--- config.mk ---
export PLATFORM = sky130hd
export DESIGN_NAME = seven_segment_scan_controller_flat
export DESIGN_NICKNAME = d
export VERILOG_FILES = /design/src/ssd_pkg.sv /design/src/ssd_in_if.sv /design/src/ssd_out_if.sv /design/src/ssd_ram.sv /design/src/ssd_cfg.sv /design/src/seven_segment_scan_controller.sv /design/src/flat_wrapper.sv
export SDC_FILE = /design/constraint.sdc
export NUM_CORES = 2
export LEC_CHECK = 0
export ABC_AREA = 1
export BUFFER_PORTS_ARGS = -buffer_cell sky130_fd_sc_hd__buf_2
export CORE_ASPECT_RATIO = 0.7
export CORE_MARGIN = 2
export CORE_UTILIZATION = 30
export CTS_BUF_LIST = sky130_fd_sc_hd__clkbuf_4
export CTS_CLUSTER_SIZE = 14
export DETAILED_ROUTE_END_ITERATION = 8
export SLEW_MARGIN = 40
export SYNTH_ARGS = -nofsm -noshare
export SYNTH_HDL_FRONTEND = slang
export SYNTH_SLANG_ARGS = --single-unit
export TNS_END_PERCENT = 5
--- constraint.sdc ---
create_clock -name clk_i -period 8.5 [get_ports clk_i]
set_input_delay 0.85 -clock clk_i [delete_from_list [all_inputs] [get_ports clk_i]]
set_output_delay 0.85 -clock clk_i [all_outputs]
set_load 0.005 [all_outputs]
--- src/ssd_pkg.sv ---
// Shared constants, codes and types for the seven-segment scan controller.
// No dependencies; ssd_cfg and the top level refer to it by scoped names.
`default_nettype none

package ssd_pkg;

  localparam int DIGITS      = 4;
  localparam int DIG_W       = $clog2(DIGITS);
  localparam int SEG_BITS    = 8;
  localparam logic [7:0] SEG_MASK = 8'((9'd1 << SEG_BITS) - 9'd1);
  localparam int SLIDE_DEPTH = 64;

  localparam int FULL_BRIGHT = 100;
  // floor(x / 100) == (x * 5243) >> 19 for every x below 43690
  localparam int RECIP_100   = 5243;
  localparam int RECIP_SHIFT = 19;
  localparam int SCALE_W     = 20;

  localparam int CFG_AW      = 4;
  localparam int CFG_DW      = 32;

  localparam logic [6:0]  BRIGHT_RST = 7'd100;
  localparam logic [7:0]  PERIOD_RST = 8'd4;
  localparam logic [15:0] STEP_RST   = 16'd500;
  localparam logic [15:0] HALF_RST   = 16'd1000;

  typedef enum logic [1:0] {
    OP_TICK     = 2'd0,
    OP_WR_DIGIT = 2'd1,
    OP_WR_SLIDE = 2'd2,
    OP_START    = 2'd3
  } op_e;

  typedef enum logic [2:0] {
    DM_SHOW   = 3'd0,
    DM_TIMED  = 3'd1,
    DM_LOOP   = 3'd2,
    DM_ONCE   = 3'd3,
    DM_SELECT = 3'd4,
    DM_BLINK  = 3'd5
  } disp_mode_e;

  typedef enum logic [1:0] {
    REG_BRIGHT = 2'd0,
    REG_PERIOD = 2'd1,
    REG_STEP   = 2'd2,
    REG_HALF   = 2'd3
  } cfg_reg_e;

  typedef struct packed {
    logic [SCALE_W-1:0] bright_scale;
    logic [7:0]         period;
    logic [7:0]         period_m1;
    logic [15:0]        step_m1;
    logic [15:0]        half_m1;
  } cfg_t;

endpackage

`default_nettype wire

--- src/ssd_in_if.sv ---
// Input channel of the scan controller: valid/ready plus one item.
// Depends on nothing.
`default_nettype none

interface ssd_in_if;
  logic        valid;
  logic        ready;
  logic [1:0]  mode;
  logic [5:0]  position;
  logic [7:0]  pattern;
  logic [2:0]  display_mode;
  logic [1:0]  select_index;
  logic [23:0] duration_ticks;
  logic [6:0]  slide_length;

  modport source (
    output valid, mode, position, pattern, display_mode, select_index,
           duration_ticks, slide_length,
    input  ready
  );
  modport sink (
    input  valid, mode, position, pattern, display_mode, select_index,
           duration_ticks, slide_length,
    output ready
  );
endinterface

`default_nettype wire

--- src/ssd_out_if.sv ---
// Result channel of the scan controller: valid/ready plus one result.
// Depends on nothing.
`default_nettype none

interface ssd_out_if;
  logic       valid;
  logic       ready;
  logic [7:0] segments;
  logic [1:0] digit_select;
  logic [2:0] active_mode;

  modport source (output valid, segments, digit_select, active_mode, input ready);
  modport sink   (input valid, segments, digit_select, active_mode, output ready);
endinterface

`default_nettype wire

--- src/ssd_ram.sv ---
// Generic single-write, single-read RAM with registered read data.
// Depends on nothing.
`default_nettype none

module ssd_ram #(
  parameter int WIDTH = 8,
  parameter int DEPTH = 64
) (
  input  wire logic                     clk_i,
  input  wire logic                     we_i,
  input  wire logic [$clog2(DEPTH)-1:0] waddr_i,
  input  wire logic [WIDTH-1:0]         wdata_i,
  input  wire logic [$clog2(DEPTH)-1:0] raddr_i,
  output      logic [WIDTH-1:0]         rdata_o
);

  logic [WIDTH-1:0] mem [DEPTH];
  logic [WIDTH-1:0] rdata_q;

  always_ff @(posedge clk_i) begin
    if (we_i) begin
      mem[waddr_i] <= wdata_i;
    end
    rdata_q <= mem[raddr_i];
  end

  assign rdata_o = rdata_q;

endmodule

`default_nettype wire

--- src/ssd_cfg.sv ---
// APB-style register file: brightness, digit period, slide step, blink half.
// Depends on ssd_pkg; hands derived reload values to the core as ssd_pkg::cfg_t.
`default_nettype none

module ssd_cfg (
  input  wire logic                       clk_i,
  input  wire logic                       rst_ni,
  input  wire logic                       psel_i,
  input  wire logic                       penable_i,
  input  wire logic                       pwrite_i,
  input  wire logic [ssd_pkg::CFG_AW-1:0] paddr_i,
  input  wire logic [ssd_pkg::CFG_DW-1:0] pwdata_i,
  output      logic [ssd_pkg::CFG_DW-1:0] prdata_o,
  output      logic                       pready_o,
  output      ssd_pkg::cfg_t              cfg_o
);

  logic [6:0]                      bright_q;
  logic [ssd_pkg::SCALE_W-1:0]     scale_q;
  logic [7:0]                      period_q;
  logic [15:0]                     step_q;
  logic [15:0]                     half_q;
  logic                            wr_en;
  ssd_pkg::cfg_reg_e               reg_sel;
  logic [6:0]                      bright_clamp;
  logic [ssd_pkg::SCALE_W-1:0]     scale_new;

  assign reg_sel = ssd_pkg::cfg_reg_e'(paddr_i[3:2]);
  assign wr_en   = psel_i && penable_i && pwrite_i;

  assign bright_clamp = (pwdata_i[6:0] > 7'(ssd_pkg::FULL_BRIGHT)) ?
                        7'(ssd_pkg::FULL_BRIGHT) : pwdata_i[6:0];
  assign scale_new = ssd_pkg::SCALE_W'(bright_clamp) *
                     ssd_pkg::SCALE_W'(ssd_pkg::RECIP_100);

  always_ff @(posedge clk_i or negedge rst_ni) begin
    if (!rst_ni) begin
      bright_q <= ssd_pkg::BRIGHT_RST;
      scale_q  <= ssd_pkg::SCALE_W'(ssd_pkg::FULL_BRIGHT * ssd_pkg::RECIP_100);
      period_q <= ssd_pkg::PERIOD_RST;
      step_q   <= ssd_pkg::STEP_RST;
      half_q   <= ssd_pkg::HALF_RST;
    end else if (wr_en) begin
      unique case (reg_sel)
        ssd_pkg::REG_BRIGHT: begin
          bright_q <= pwdata_i[6:0];
          scale_q  <= scale_new;
        end
        ssd_pkg::REG_PERIOD: period_q <= pwdata_i[7:0];
        ssd_pkg::REG_STEP:   step_q   <= pwdata_i[15:0];
        ssd_pkg::REG_HALF:   half_q   <= pwdata_i[15:0];
        default: ;
      endcase
    end
  end

  always_comb begin
    unique case (reg_sel)
      ssd_pkg::REG_BRIGHT: prdata_o = ssd_pkg::CFG_DW'(bright_q);
      ssd_pkg::REG_PERIOD: prdata_o = ssd_pkg::CFG_DW'(period_q);
      ssd_pkg::REG_STEP:   prdata_o = ssd_pkg::CFG_DW'(step_q);
      ssd_pkg::REG_HALF:   prdata_o = ssd_pkg::CFG_DW'(half_q);
      default:             prdata_o = '0;
    endcase
  end

  assign pready_o = 1'b1;

  // zero period, step or half period counts as one
  assign cfg_o.bright_scale = scale_q;
  assign cfg_o.period       = (period_q == 8'd0) ? 8'd1 : period_q;
  assign cfg_o.period_m1    = (period_q == 8'd0) ? 8'd0 : period_q - 8'd1;
  assign cfg_o.step_m1      = (step_q == 16'd0) ? 16'd0 : step_q - 16'd1;
  assign cfg_o.half_m1      = (half_q == 16'd0) ? 16'd0 : half_q - 16'd1;

endmodule

`default_nettype wire

--- src/seven_segment_scan_controller.sv ---
// Four-digit multiplexed seven-segment scan controller, top level.
// Each accepted input beat gives its result beat in the next cycle.
// Throughput: one beat per cycle while each result is taken; the result register frees as it is taken.
// Reset: digits, counters and mode return to their defaults at once; the
// slide store RAM is not cleared and holds garbage until written.
// Depends on ssd_pkg, ssd_in_if, ssd_out_if, ssd_ram and ssd_cfg.
`default_nettype none

module seven_segment_scan_controller #(
  parameter int SLIDE_DEPTH = ssd_pkg::SLIDE_DEPTH
) (
  input  wire logic                       clk_i,
  input  wire logic                       rst_ni,
  ssd_in_if.sink                          in_i,
  ssd_out_if.source                       out_o,
  input  wire logic                       psel,
  input  wire logic                       penable,
  input  wire logic                       pwrite,
  input  wire logic [ssd_pkg::CFG_AW-1:0] paddr,
  input  wire logic [ssd_pkg::CFG_DW-1:0] pwdata,
  output      logic [ssd_pkg::CFG_DW-1:0] prdata,
  output      logic                       pready
);

  localparam int DW = ssd_pkg::DIG_W;
  localparam int ND = ssd_pkg::DIGITS;
  localparam int AW = $clog2(SLIDE_DEPTH);
  localparam int CW = $clog2(SLIDE_DEPTH + 1);
  localparam int PW = $clog2(SLIDE_DEPTH + ND + 1);
  localparam int SHIFT = ssd_pkg::RECIP_SHIFT;
  localparam int PROD_W = ssd_pkg::SCALE_W + 8;

  ssd_pkg::cfg_t cfg;

  ssd_cfg u_cfg (
    .clk_i     (clk_i),
    .rst_ni    (rst_ni),
    .psel_i    (psel),
    .penable_i (penable),
    .pwrite_i  (pwrite),
    .paddr_i   (paddr),
    .pwdata_i  (pwdata),
    .prdata_o  (prdata),
    .pready_o  (pready),
    .cfg_o     (cfg)
  );

  logic                    accept;
  logic                    out_valid_q, out_valid_d;
  ssd_pkg::op_e            op;
  ssd_pkg::disp_mode_e     dm_in;

  ssd_pkg::disp_mode_e     mode_q, mode_d;
  logic [7:0]              digits_q [ND];
  logic [7:0]              digits_d [ND];
  logic [DW-1:0]           scan_q, scan_d;
  logic [DW-1:0]           enabled_q, enabled_d;
  logic [7:0]              period_q, period_d;
  logic [7:0]              duty_q, duty_d;
  logic                    blanked_q, blanked_d;
  logic [15:0]             slide_cnt_q, slide_cnt_d;
  logic [PW-1:0]           pos_q, pos_d;
  logic [CW-1:0]           count_q, count_d;
  logic [23:0]             timed_q, timed_d;
  logic [15:0]             blink_cnt_q, blink_cnt_d;
  logic                    dark_q, dark_d;
  logic [DW-1:0]           blink_dig_q, blink_dig_d;
  logic [7:0]              saved_q, saved_d;
  logic [7:0]              latch_q, latch_d;

  logic [7:0]              duty_mid;
  logic                    blanked_mid;
  logic [PROD_W-1:0]       duty_prod;
  logic [7:0]              duty_base;
  logic [7:0]              duty_load;
  logic [DW-1:0]           sel_idx;
  logic [CW-1:0]           len_clamp;
  logic [PW-1:0]           pos_inc;
  logic [PW:0]             pos_end;

  logic                    ram_we;
  logic [AW-1:0]           ram_waddr;
  logic [AW-1:0]           ram_raddr;
  logic [7:0]              ram_rdata;
  logic                    fwd_hit_q;
  logic [7:0]              fwd_q;
  logic [7:0]              slide_data;

  assign in_i.ready  = !out_valid_q || out_o.ready;
  assign accept      = in_i.valid && in_i.ready;
  assign out_valid_d = accept || (out_valid_q && !out_o.ready);
  assign op          = ssd_pkg::op_e'(in_i.mode);
  assign dm_in       = ssd_pkg::disp_mode_e'(in_i.display_mode);

  assign duty_prod = PROD_W'(cfg.bright_scale) * PROD_W'(cfg.period);
  assign duty_base = duty_prod[SHIFT +: 8];
  assign duty_load = (duty_base == 8'd0) ? 8'd0 : duty_base - 8'd1;

  assign sel_idx   = (32'(in_i.select_index) < ND) ? DW'(in_i.select_index) : DW'(ND - 1);
  assign len_clamp = (32'(in_i.slide_length) < SLIDE_DEPTH) ?
                     CW'(in_i.slide_length) : CW'(SLIDE_DEPTH);
  assign pos_inc   = pos_q + PW'(1);
  assign pos_end   = (PW + 1)'(count_q) + (PW + 1)'(ND);

  // slide store: reread the next position every cycle, bypass a same-cycle write
  assign ram_we     = accept && (op == ssd_pkg::OP_WR_SLIDE) &&
                      (32'(in_i.position) < SLIDE_DEPTH);
  assign ram_waddr  = AW'(in_i.position);
  assign ram_raddr  = pos_d[AW-1:0];
  assign slide_data = fwd_hit_q ? fwd_q : ram_rdata;

  ssd_ram #(
    .WIDTH (8),
    .DEPTH (SLIDE_DEPTH)
  ) u_slide_ram (
    .clk_i   (clk_i),
    .we_i    (ram_we),
    .waddr_i (ram_waddr),
    .wdata_i (in_i.pattern),
    .raddr_i (ram_raddr),
    .rdata_o (ram_rdata)
  );

  always_comb begin
    mode_d      = mode_q;
    digits_d    = digits_q;
    scan_d      = scan_q;
    enabled_d   = enabled_q;
    period_d    = period_q;
    duty_d      = duty_q;
    blanked_d   = blanked_q;
    slide_cnt_d = slide_cnt_q;
    pos_d       = pos_q;
    count_d     = count_q;
    timed_d     = timed_q;
    blink_cnt_d = blink_cnt_q;
    dark_d      = dark_q;
    blink_dig_d = blink_dig_q;
    saved_d     = saved_q;
    latch_d     = latch_q;
    duty_mid    = duty_q;
    blanked_mid = blanked_q;

    if (accept) begin
      unique case (op)
        ssd_pkg::OP_TICK: begin
          case (mode_q) inside
            ssd_pkg::DM_TIMED: begin
              if (timed_q == 24'd0) begin
                for (int i = 0; i < ND; i++) begin
                  digits_d[i] = 8'd0;
                end
                mode_d = ssd_pkg::DM_SHOW;
              end else begin
                timed_d = timed_q - 24'd1;
              end
            end
            ssd_pkg::DM_LOOP, ssd_pkg::DM_ONCE: begin
              if (slide_cnt_q == 16'd0) begin
                slide_cnt_d = cfg.step_m1;
                for (int i = 0; i < ND - 1; i++) begin
                  digits_d[i] = digits_q[i + 1];
                end
                digits_d[ND - 1] = ((PW + 1)'(pos_q) < (PW + 1)'(count_q)) ?
                                   slide_data : 8'd0;
                pos_d = pos_inc;
                if ((PW + 1)'(pos_inc) >= pos_end) begin
                  if (mode_q == ssd_pkg::DM_ONCE) begin
                    mode_d = ssd_pkg::DM_SHOW;
                  end else begin
                    pos_d = '0;
                  end
                end
              end else begin
                slide_cnt_d = slide_cnt_q - 16'd1;
              end
            end
            ssd_pkg::DM_BLINK: begin
              if (blink_cnt_q == 16'd0) begin
                digits_d[blink_dig_q] = dark_q ? 8'd0 : saved_q;
                dark_d      = !dark_q;
                blink_cnt_d = cfg.half_m1;
              end else begin
                blink_cnt_d = blink_cnt_q - 16'd1;
              end
            end
            default: ;
          endcase

          if (period_q == 8'd0) begin
            enabled_d   = scan_q;
            latch_d     = digits_d[scan_q];
            scan_d      = (scan_q == DW'(ND - 1)) ? '0 : scan_q + DW'(1);
            period_d    = cfg.period_m1;
            duty_mid    = duty_load;
            blanked_mid = 1'b0;
          end else begin
            period_d = period_q - 8'd1;
          end

          blanked_d = blanked_mid;
          if (duty_mid == 8'd0) begin
            duty_d = 8'd0;
            if (!blanked_mid) begin
              latch_d   = 8'd0;
              blanked_d = 1'b1;
            end
          end else begin
            duty_d = duty_mid - 8'd1;
          end
        end

        ssd_pkg::OP_WR_DIGIT: begin
          if (32'(in_i.position) < ND) begin
            digits_d[in_i.position[DW-1:0]] = in_i.pattern;
          end
        end

        ssd_pkg::OP_WR_SLIDE: ;

        ssd_pkg::OP_START: begin
          unique case (dm_in)
            ssd_pkg::DM_SHOW: mode_d = ssd_pkg::DM_SHOW;
            ssd_pkg::DM_TIMED: begin
              mode_d  = ssd_pkg::DM_TIMED;
              timed_d = (in_i.duration_ticks == 24'd0) ? 24'd0 :
                        in_i.duration_ticks - 24'd1;
            end
            ssd_pkg::DM_LOOP, ssd_pkg::DM_ONCE: begin
              mode_d      = dm_in;
              count_d     = len_clamp;
              slide_cnt_d = cfg.step_m1;
              pos_d       = '0;
            end
            ssd_pkg::DM_SELECT: begin
              mode_d            = ssd_pkg::DM_SELECT;
              digits_d[sel_idx] = digits_q[sel_idx] | 8'd1;
            end
            ssd_pkg::DM_BLINK: begin
              mode_d      = ssd_pkg::DM_BLINK;
              blink_dig_d = sel_idx;
              saved_d     = digits_q[sel_idx];
              blink_cnt_d = cfg.half_m1;
              dark_d      = 1'b0;
            end
            default: ;
          endcase
        end

        default: ;
      endcase
    end
  end

  always_ff @(posedge clk_i or negedge rst_ni) begin
    if (!rst_ni) begin
      out_valid_q <= 1'b0;
      mode_q      <= ssd_pkg::DM_SHOW;
      for (int i = 0; i < ND; i++) begin
        digits_q[i] <= 8'd0;
      end
      scan_q      <= '0;
      enabled_q   <= '0;
      period_q    <= ssd_pkg::PERIOD_RST - 8'd1;
      duty_q      <= ssd_pkg::PERIOD_RST - 8'd1;
      blanked_q   <= 1'b0;
      slide_cnt_q <= ssd_pkg::STEP_RST - 16'd1;
      pos_q       <= '0;
      count_q     <= '0;
      timed_q     <= '0;
      blink_cnt_q <= ssd_pkg::HALF_RST - 16'd1;
      dark_q      <= 1'b0;
      blink_dig_q <= '0;
      saved_q     <= 8'd0;
      latch_q     <= 8'd0;
      fwd_hit_q   <= 1'b0;
    end else begin
      out_valid_q <= out_valid_d;
      mode_q      <= mode_d;
      digits_q    <= digits_d;
      scan_q      <= scan_d;
      enabled_q   <= enabled_d;
      period_q    <= period_d;
      duty_q      <= duty_d;
      blanked_q   <= blanked_d;
      slide_cnt_q <= slide_cnt_d;
      pos_q       <= pos_d;
      count_q     <= count_d;
      timed_q     <= timed_d;
      blink_cnt_q <= blink_cnt_d;
      dark_q      <= dark_d;
      blink_dig_q <= blink_dig_d;
      saved_q     <= saved_d;
      latch_q     <= latch_d;
      fwd_hit_q   <= ram_we && (ram_waddr == ram_raddr);
    end
  end

  always_ff @(posedge clk_i) begin
    fwd_q <= in_i.pattern;
  end

  assign out_o.valid        = out_valid_q;
  assign out_o.segments     = latch_q & ssd_pkg::SEG_MASK;
  assign out_o.digit_select = 2'(enabled_q);
  assign out_o.active_mode  = 3'(mode_q);

endmodule

`default_nettype wire
--- src/flat_wrapper.sv ---
// flat-port wrapper written by rule: the top's interface ports become plain ports
module seven_segment_scan_controller_flat 
#(
  parameter int SLIDE_DEPTH = ssd_pkg::SLIDE_DEPTH
)
  (clk_i, rst_ni, psel, penable, pwrite, paddr, pwdata, prdata, pready, in_i_valid, in_i_mode, in_i_position, in_i_pattern, in_i_display_mode, in_i_select_index, in_i_duration_ticks, in_i_slide_length, in_i_ready, out_o_valid, out_o_segments, out_o_digit_select, out_o_active_mode, out_o_ready);
  ssd_in_if in_i_i ();
  ssd_out_if out_o_i ();
  input  wire logic clk_i;
  input  wire logic rst_ni;
  input  wire logic psel;
  input  wire logic penable;
  input  wire logic pwrite;
  input  wire logic [ssd_pkg::CFG_AW-1:0] paddr;
  input  wire logic [ssd_pkg::CFG_DW-1:0] pwdata;
  output      logic [ssd_pkg::CFG_DW-1:0] prdata;
  output      logic pready;
  input wire logic [$bits(in_i_i.valid)-1:0] in_i_valid;
  input wire logic [$bits(in_i_i.mode)-1:0] in_i_mode;
  input wire logic [$bits(in_i_i.position)-1:0] in_i_position;
  input wire logic [$bits(in_i_i.pattern)-1:0] in_i_pattern;
  input wire logic [$bits(in_i_i.display_mode)-1:0] in_i_display_mode;
  input wire logic [$bits(in_i_i.select_index)-1:0] in_i_select_index;
  input wire logic [$bits(in_i_i.duration_ticks)-1:0] in_i_duration_ticks;
  input wire logic [$bits(in_i_i.slide_length)-1:0] in_i_slide_length;
  output wire logic [$bits(in_i_i.ready)-1:0] in_i_ready;
  output wire logic [$bits(out_o_i.valid)-1:0] out_o_valid;
  output wire logic [$bits(out_o_i.segments)-1:0] out_o_segments;
  output wire logic [$bits(out_o_i.digit_select)-1:0] out_o_digit_select;
  output wire logic [$bits(out_o_i.active_mode)-1:0] out_o_active_mode;
  input wire logic [$bits(out_o_i.ready)-1:0] out_o_ready;
  assign in_i_i.valid = in_i_valid;
  assign in_i_i.mode = in_i_mode;
  assign in_i_i.position = in_i_position;
  assign in_i_i.pattern = in_i_pattern;
  assign in_i_i.display_mode = in_i_display_mode;
  assign in_i_i.select_index = in_i_select_index;
  assign in_i_i.duration_ticks = in_i_duration_ticks;
  assign in_i_i.slide_length = in_i_slide_length;
  assign in_i_ready = in_i_i.ready;
  assign out_o_valid = out_o_i.valid;
  assign out_o_segments = out_o_i.segments;
  assign out_o_digit_select = out_o_i.digit_select;
  assign out_o_active_mode = out_o_i.active_mode;
  assign out_o_i.ready = out_o_ready;
  seven_segment_scan_controller #(.SLIDE_DEPTH(SLIDE_DEPTH)) u_core (.clk_i(clk_i), .rst_ni(rst_ni), .in_i(in_i_i), .out_o(out_o_i), .psel(psel), .penable(penable), .pwrite(pwrite), .paddr(paddr), .pwdata(pwdata), .prdata(prdata), .pready(pready));
endmodule
==> flow_metrics.tcl <==
set metrics [dict create \
    outcome "complete, no violations" \
    worstMarginPinSlew_ps 912 \
    synth_cell_types 65 \
    postRouteAntennaNets 0 \
    crit_top_cell "nand2_1" \
    maxCapViolations 0 \
    grt_max_degree 137 \
    synth_top_cell_area_share 0.341 \
    routedWlPerCell_um 17.4 \
    yosys_warnings 0 \
    gp_congestion 0.894 \
    grt_first_pass_wirelength_mm 202 \
    cts_max_level 4 \
    r2r_slack_ps 1740 \
    synth_async_sr_flop_share 0.288 \
    vias 36700 \
    switchingPower_mw 5.25 \
    io_buffer_count 107 \
    cts_buffer_depth 3 \
    cp_slowest_cell "dfstp_2" \
    rows 118 \
    p_per_area_nw_per_um2 254 \
    finalClockSkew_ps 106 \
    grt_pass1_vias 34600 \
    critPathLaunch "u_core.u_cfg.period_q[2]" \
    slowest_delay_ps 950 \
    post-route-drc-count 0 \
    leakage_nw 22.3 \
    critPathLaunchType "flip-flop" \
    pwr-share-clk 0.250 \
    p_sw_frac 0.410 \
    cts_resized 0 \
    synth-edff-count 512 \
    synth-main-ff-cell "edfxtp_1" \
    required_ps 9490 \
    clock-root-buffer "clkbuf_4" \
    p_int_mw 7.57 \
    core-area_um2 149000 \
    synth.avg_cell_area_um2 8.62 \
    finalWirelength_mm 130 \
    overflow 0 \
    relSlewSlack 0.392 \
    p_comb_frac 0.385 \
    critPathCapture "u_core.out_o.segments[3]" \
    synth_top_cell_by_area "edfxtp_1" \
    grt_usage 0.168 \
    io_pins 143 \
    r2r_cells 31 \
    power_mw 12.8 \
    critPathKind "reg -> reg" \
    hold_ws_ps 117 \
    drive_above_1_share 0.110 \
    antenna_found_initial 10 \
    dpl.hpwl_mm 86.7 \
    final_net_count 5716 \
    ys_ff_latch 742 \
    drt_iter0_markers 3900 \
    start_util 0.303 \
    clkTransAtPathRegs_ps 70 \
    clock_latency_ps 1170 \
    die_area_um2 153000 \
    period_minus_slack_ps 6760 \
    synthTopCellsByArea "edfxtp_1 34%, dfrtp_1 9.8%, nand2_1 8.7%" \
    setup_viol_count_final 0 \
    synthCells 5229 \
    die_h_um 328 \
    finalCritPeriodShare 0.795 \
    end_kind "flip-flop" \
    cp_data_arrival_time_ps 7740 \
    hold_viol 0 \
    max_freq_mhz 148 \
    synth_most_common_cell "nand2_1" \
    synthToLayoutAreaGrowth_pct 11.9 \
    worst-path-max-fanout 25 \
    utilization 0.339 \
    cts_tree "yes" \
    syn_area_um2 45100 \
    drv_slew 0 \
    drt_first_pass_iters 8 \
    hp-class "in -> reg" \
    fin_setup_tns_ps 0 \
    ir_worst_vdd_mv 0.189 \
    numCtsBuffers 189 \
    cts.sinks 742 \
    rsz0062_at_grt "false" \
    viasPerCell 4.90 \
    rr_endpoint "u_core.out_o.segments[3]" \
    power_frac_seq 0.366 \
    ys_seq_area_frac 0.468 \
    netlist_top_cells_count "1049 x nand2_1, 866 x inv_1, 612 x nand3_1, 512 x edfxtp_1, 357 x nor2_1" \
    r2r_start "u_core.u_cfg.period_q[2]" \
    die_w_um 467 \
]
[stage by stage]
step	area, um2	setup WS, ps	std cells
2_1_floorplan	45100	2810	5244
3_3_place_gp	47300	1980	7115
3_5_place_dp	47400	1870	7118
4_1_cts	50300	1790	7488
5_1_grt	50400	1250	7495
6_report	50400	1740	7498
[layout make-up]
| cell class | instances | area, um2 |
|---|---|---|
| Sequential cell | 742 | 21100 |
| Inverter | 882 | 3320 |
| Clock buffer | 277 | 2080 |
| Tap cell | 1980 | 2480 |
| Timing Repair Buffer | 198 | 1420 |
| Fill cell | 15400 | 98100 |
| Clock inverter | 54 | 393 |
| Multi-Input combinational cell | 3355 | 19600 |
| Antenna cell | 10 | 25.0 |
[cell usage in the layout (no fill, tap or decap), types with 10 or more instances in the layout]
master / Yosys / routed
a211oi_1: 29 / 29
a21oi_1: 177 / 175
a22oi_1: 16 / 16
a31oi_1: 23 / 23
buf_2: 72 / 106
buf_4: 31 / 44
clkbuf_4: 0 / 277
clkinv_1: 7 / 40
conb_1: 2 / 17
dfrtp_1: 176 / 176
dfstp_2: 38 / 38
dfxtp_1: 16 / 16
diode_2: 0 / 10
dlygate4sd3_1: 0 / 39
edfxtp_1: 512 / 512
fa_1: 123 / 123
ha_1: 130 / 130
inv_1: 866 / 864
nand2_1: 1049 / 1048
nand3_1: 612 / 605
nand3b_1: 164 / 164
nand4_1: 23 / 23
nor2_1: 357 / 312
nor2_2: 5 / 49
nor3_1: 42 / 41
o211ai_1: 61 / 61
o21a_1: 19 / 19
o21ai_0: 249 / 249
o22ai_1: 55 / 55
or2_2: 14 / 14
xnor2_1: 22 / 22
xor2_1: 69 / 69
[critical path, delay by kind of cell (launching register included)]
| family | cells | cell delay, ps |
|---|---|---|
| fa+ha+maj | 6 | 2050 |
| buf+inv | 3 | 500 |
| simple gates | 22 | 3110 |
| flops | 1 | 950 |
[repair_timing]
item | 4_1_cts | 5_1_grt
hold endpoints to repair | 128 | 0
hold buffers | 39 | 0
setup buffers | 0 | 0
[layer usage]
metal,part of all wire,up-vias,global-route usage
met1,0.48,17600,0.255
met4,0.023,0,0.0519
li1,-,17600,-
met2,0.41,1361,0.236
met5,0,-,0
met3,0.086,206,0.0356
[registers in the layout (all words and copies together), names as in the netlist, 8 cells and up]
signal and count:
u_core.u_cfg.half_q 16, u_core.u_cfg.step_q 16, u_core.digits_q 32, u_core.slide_cnt_q 16, u_core.blink_cnt_q 16, u_core.out_o.segments 8, u_core.duty_q 8, u_core.saved_q 8
u_core.u_cfg.period_q 8, u_core.fwd_q 8, u_core.u_slide_ram.rdata_o 8, u_core.u_cfg.scale_q 20, u_core.u_slide_ram.mem 512, u_core.timed_q 24, u_core.period_q 8
[worst min-delay path by stage]
| stage | slack (ps) | end | startpoint | cells past startpoint |
|---|---|---|---|---|
| floorplan | 450 | u_core.duty_q[5] | u_core.duty_q[5] | 2 |
| global placement | 470 | u_core.duty_q[5] | u_core.duty_q[5] | 2 |
| detailed placement | 470 | u_core.duty_q[6] | u_core.duty_q[6] | 2 |
| CTS | 7 | u_core.out_o.active_mode[2] | in_i_display_mode[2] | 3 |
| global route | 50 | u_core.u_cfg.period_q[2] | pwdata[2] | 3 |
| finish | 120 | u_core.out_o.active_mode[2] | in_i_display_mode[2] | 3 |
[power groups by stage]
| stage | combinational [mW] | clock, mW | sequential, mW |
|---|---|---|---|
| detailed placement | 4.84 | 0 | 4.74 |
| global route | 5.67 | 3.48 | 4.74 |
| floorplan | 3.72 | 0 | 4.52 |
| global placement | 4.78 | 0 | 4.74 |
| finish | 4.93 | 3.20 | 4.69 |
| CTS | 4.92 | 3.28 | 4.67 |
[cells by family (layout without fill, tap and decap cells)]
| logic type | after synthesis | in the layout | share of synthesized area |
|---|---|---|---|
| AOI/OAI and AO/OA | 685 | 685 | 0.0887 |
| xor gates and xnor gates | 91 | 91 | 0.0177 |
| adders and majority gates | 253 | 253 | 0.0907 |
| buffers and inverters | 1147 | 1411 | 0.103 |
| DFF | 742 | 742 | 0.468 |
| muxes | 8 | 8 | 0.00178 |
| other | 2 | 27 | 0.000167 |
| and+or+nand+nor | 2301 | 2301 | 0.229 |
No activity file was read; power rests on OpenSTA's default activity.
